==> config.mk <==
export PLATFORM = sky130hd
export DESIGN_NAME = srwc_out_reg
export DESIGN_NICKNAME = d
export VERILOG_FILES = /design/src/hdl/srwc_pkg.sv /design/src/hdl/srwc_out_reg.sv
export SDC_FILE = /design/constraint.sdc
export NUM_CORES = 1
export LEC_CHECK = 0
export ABC_AREA = 1
export BUFFER_PORTS_ARGS = -buffer_cell sky130_fd_sc_hd__clkbuf_2
export CORE_ASPECT_RATIO = 0.9
export CORE_MARGIN = 2
export CORE_UTILIZATION = 35
export CTS_CLUSTER_SIZE = 12
export DETAILED_ROUTE_END_ITERATION = 10
export GPL_TIMING_DRIVEN = 0
export PLACE_DENSITY = 0.74
export RECOVER_POWER = 25
export SLEW_MARGIN = 30
export SYNTH_ARGS = -nofsm -noshare
export SYNTH_HDL_FRONTEND = slang
export SYNTH_SLANG_ARGS = --single-unit
export TNS_END_PERCENT = 10
==> constraint.sdc <==
create_clock -name clk -period 0.8 [get_ports clk]
set_input_delay 0.16 -clock clk [delete_from_list [all_inputs] [get_ports clk]]
set_output_delay 0.16 -clock clk [all_outputs]
set_load 0.1 [all_outputs]
==> src/hdl/srwc_pkg.sv <==
package srwc_pkg;

	localparam int SEQ_W      = 64;
	localparam int IN_TDATA_W  = 64;
	localparam int RES_W       = 2 + 2 * SEQ_W;
	localparam int OUT_TDATA_W = ((RES_W + 7) / 8) * 8;

	// bit positions of the result fields inside m_tdata
	localparam int VERDICT_LSB  = 0;
	localparam int EXPECTED_LSB = 2;
	localparam int HIGHEST_LSB  = 2 + SEQ_W;

	typedef enum logic [1:0] {
		VERDICT_ACCEPT = 2'd0,
		VERDICT_GAP    = 2'd1,
		VERDICT_REPLAY = 2'd2
	} verdict_t;

	// packed lowest field last, so it lands in the low bits
	typedef struct packed {
		logic [SEQ_W-1:0] highest;
		logic [SEQ_W-1:0] expected;
		verdict_t         verdict;
	} result_t;

endpackage

==> src/hdl/srwc_out_reg.sv <==
module srwc_out_reg (
	input  logic                             clk,
	input  logic                             arst_n,
	input  logic                             load,
	input  srwc_pkg::result_t                res,
	output logic                             m_tvalid,
	input  logic                             m_tready,
	output logic [srwc_pkg::OUT_TDATA_W-1:0] m_tdata
);

	logic              valid_q;
	srwc_pkg::result_t res_q;

	always_ff @(posedge clk or negedge arst_n) begin
		if (!arst_n) begin
			valid_q <= 1'b0;
		end else if (load) begin
			valid_q <= 1'b1;
		end else if (m_tready) begin
			valid_q <= 1'b0;
		end
	end

	always_ff @(posedge clk) begin
		if (load) begin
			res_q <= res;
		end
	end

	assign m_tvalid = valid_q;
	assign m_tdata  = {(srwc_pkg::OUT_TDATA_W - srwc_pkg::RES_W)'(0), res_q};

endmodule

==> results of run 1 <==
[through the flow]
stage                     instances  setup TNS [ns]  hold slack [ns]  instance area, um^2
after floorplan                 147          -34.42          -0.1356                 4013
after global placement          563         -272.45         -0.06407                 5524
after detailed placement        564          -61.62         -0.06343                 5560
[cell families after synthesis]
| group | Yosys count | share of synthesized area [%] |
|---|---|---|
| buffers and inverters | 8 | 1.316 |
| other | 1 | 0.09392 |
| DFF | 131 | 98.40 |
| and+or+nand+nor | 2 | 0.1881 |
==> flow_metrics.tcl, run 1 <==
set metrics [dict create \
    place.port_buffers 264 \
    post-place-ws_ns -0.5169 \
    dpl.hpwl_um 6904 \
    place_congestion 0.7194 \
    synthTopCellsByCount "edfxtp_1, buf_4, inv_1, nand2_1" \
    rows 36 \
    yosys.area.top_type "edfxtp_1" \
    synth_cell_types 6 \
    cts_hold_buf 120 \
    avgSynthCellArea_um2 28.12 \
    lastStage "4_1_cts" \
    yosys_most_used_dff "edfxtp_1" \
    yosys-top-cells-area "edfxtp_1, buf_4, dfrtp_1" \
    syn_inst 142 \
    status "did not finish" \
    syn-cell-area_um2 3993 \
    cts-root-buf "clkbuf_16" \
    ioPinCount 271 \
    clock-sinks 131 \
    ctsLongestPathBuffers 2 \
    synth_edf_count 130 \
    cts_made_buffers 17 \
    die_height_um 105.3 \
    tool.error "[ERROR RSZ-0060] Max buffer count reached." \
    yosys_register_bits 131 \
    synth.most_common_cell "edfxtp_1" \
    cts-htree-levels 4 \
    dieWidth_um 116.6 \
    post_cts_resized 264 \
    floorplan.initialDensity_pct 36.33 \
    yosys_warnings 0 \
    yosysSeqAreaShare_pct 98.40 \
    synth_top_area_share_pct 97.77 \
    synth_async_sr_flop_share_pct 0.7634 \
    cts_setup_buffers 0 \
]
==> run 2: changes to the inputs <==
CORE_ASPECT_RATIO = not set   (was 0.9)
CORE_UTILIZATION = 20   (was 35)
CTS_CLUSTER_SIZE = not set   (was 12)
PLACE_DENSITY = not set   (was 0.74)
PLACE_DENSITY_LB_ADDON = 0.15   (was not set)
==> flow_metrics.tcl, run 2 <==
set metrics [dict create \
    rows 51 \
    fill_cells 1768 \
    required_ns 0.64 \
    utilization_pct 45.45 \
    holdWs_ns 0.1006 \
    post-place-cells 677 \
    placed_area_um2 5702 \
    status "finished, violations left" \
    rsz0062_at_grt "yes" \
    yosys.area.top_type "edfxtp_1" \
    ctsLongestPathBuffers 2 \
    clock_skew_ns 0 \
    setup_tns_ns -59.21 \
    r2r_setup_slack_ns 0.16 \
    place.port_buffers 264 \
    synthTopCellsByCount "edfxtp_1, buf_4, inv_1, nand2_1" \
    core_area_um2 19530 \
    floorplan.initialDensity_pct 20.45 \
    cts-root-buf "clkbuf_16" \
    crit_buf_inv 1 \
    drt_wl_total_um 11830 \
    finalSetupViolations 191 \
    dpl.hpwl_um 7361 \
    violations "setup timing" \
    worstPathArrival_ns 1.04 \
    grt_pass1_wl_um 18230 \
    dieWidth_um 145.3 \
    final_layout_size_suffix_gt1_share_pct 52.60 \
    fin_cells 842 \
    drt_iter0_markers 93 \
    hold_viol 0 \
    first_pass_iters 4 \
    vdd_drop_max_mv 1.339 \
    cts_tree "built" \
    grt_pass1_vias 3437 \
    vias_per_cell 3.563 \
    crit_path_start "m_tdata[22]$_DFFE_PP_" \
    nNetsFinal 697 \
    syn-cell-area_um2 3993 \
    worstRegToRegCells 2 \
    cts-htree-levels 4 \
    synth_async_sr_flop_share_pct 0.7634 \
    powerDensity_nw_per_um2 2491 \
    r2r-start "m_tvalid$_DFFE_PN0P_" \
    ioPinCount 271 \
    crit_fanout 1 \
    fin_ws_ns -0.3984 \
    syn_inst 142 \
    hold_path.class "in2async" \
    crit_chain "buf_8" \
    syn_to_final_growth_pct 122.3 \
    total_leakage_power_nw 3.692 \
    p_total_mw 22.10 \
    critPathLaunchType "register" \
    yosys_register_bits 131 \
    drv_cap 0 \
    clk_pin_slew_ns 0.06 \
    largest_reg_flops 130 \
    period_share_pct 149.8 \
    overflow 0 \
    drc_errors 0 \
    antenna_found_initial 2 \
    antenna_left 0 \
    cts_made_buffers 17 \
    mostFrequentLayoutCells "dlygate4sd3_1, clkbuf_2, edfxtp_1" \
    critPathKind "reg2out" \
    worst_pin_slew_ns 0.6854 \
    place_congestion 0.6877 \
    via_count 3000 \
    synth_top_area_share_pct 97.77 \
    yosys_most_used_dff "edfxtp_1" \
    crit_family "flip-flops" \
    slew_viol_final 0 \
    dieArea_um2 21110 \
    slowest_stage "edfxtp_1" \
    synth_cell_types 6 \
    track_usage_pct 11.34 \
    cts_setup_buffers 0 \
    slowest_delay_ns 0.42 \
    yosys-top-cells-area "edfxtp_1, buf_4, dfrtp_1" \
    fin_area_um2 8875 \
    r2r_end "m_tvalid$_DFFE_PN0P_" \
    worstSetupEndpointType "output port" \
    clock-sinks 131 \
    post-place-ws_ns -0.6119 \
    grt_max_degree 73 \
    die_height_um 145.3 \
    worstSkewPairLatency_ns 0.40 \
    avgSynthCellArea_um2 28.12 \
    fmax_mhz 834.4 \
    yosysSeqAreaShare_pct 98.40 \
    synth.most_common_cell "edfxtp_1" \
    synth_edf_count 130 \
    yosys_warnings 0 \
    fin_crit_ns 1.198 \
    relSlewSlack_pct 54.31 \
    wl_per_cell_um 14.05 \
]
-- run 2: repair_timing --
item                       CTS  global route
resized for setup          264           128
hold buffers               132             0
setup endpoints to repair  191           190
hold endpoints to repair   132             0
-- run 2: layer usage --
metal / track usage [%] / wire, um / up-vias
met5: 0 / 7 / -
met4: 4.118 / 139 / 2
met3: 5.377 / 1079 / 10
met2: 19.72 / 6330 / 158
met1: 11.97 / 4275 / 1425
li1: - / - / 1405
-- run 2: cells by family after synthesis --
logic type | count (synthesis) | share of synthesized area [%]
buf+inv | 8 | 1.316
flops | 131 | 98.40
other cells | 1 | 0.09392
simple gates | 2 | 0.1881
-- run 2: worst register-to-register path: stages (launching register included) --
cell and delay (ns):
dfrtp_2 0.42, nand2_1 0.08, nand2_1 0.05
-- run 2: report_power, final --
part | switching (mW) | leakage [nW] | internal (mW) | total [mW]
clock network | 3.03 | 0.246 | 3.96 | 7.00
registers | 0.345 | 1.28 | 8.19 | 8.53
logic | 4.54 | 2.16 | 2.03 | 6.58
total | 7.92 | 3.69 | 14.2 | 22.1
-- run 2: worst max-delay path by stage --
stage / cells after the start / slack, ns / endpoint
3_5_place_dp: 2 / -0.61 / m_tdata[24]$_DFFE_PP_
3_3_place_gp: 1 / -2.20 / m_tdata[13]$_DFFE_PP_
4_1_cts: 1 / -0.43 / m_tdata[31]
6_report: 1 / -0.40 / m_tdata[22]
5_1_grt: 1 / -0.44 / m_tdata[83]
2_1_floorplan: 0 / -0.26 / m_tdata[0]
-- run 2: layout make-up --
class                   instances  area [um^2]  area share, %
repair buffers                397         3995          45.02
clock inverters                15        107.6          1.212
inverters                       2        7.507        0.08459
multi-input cells               8        30.03         0.3384
clock buffers                  17        425.4          4.793
diodes                          1        2.502        0.02820
plain buffers                   6        45.04         0.5075
well taps                     265        331.6          3.736
flip-flops and latches        131         3930          44.28
(Power assumes the default switching activity.)
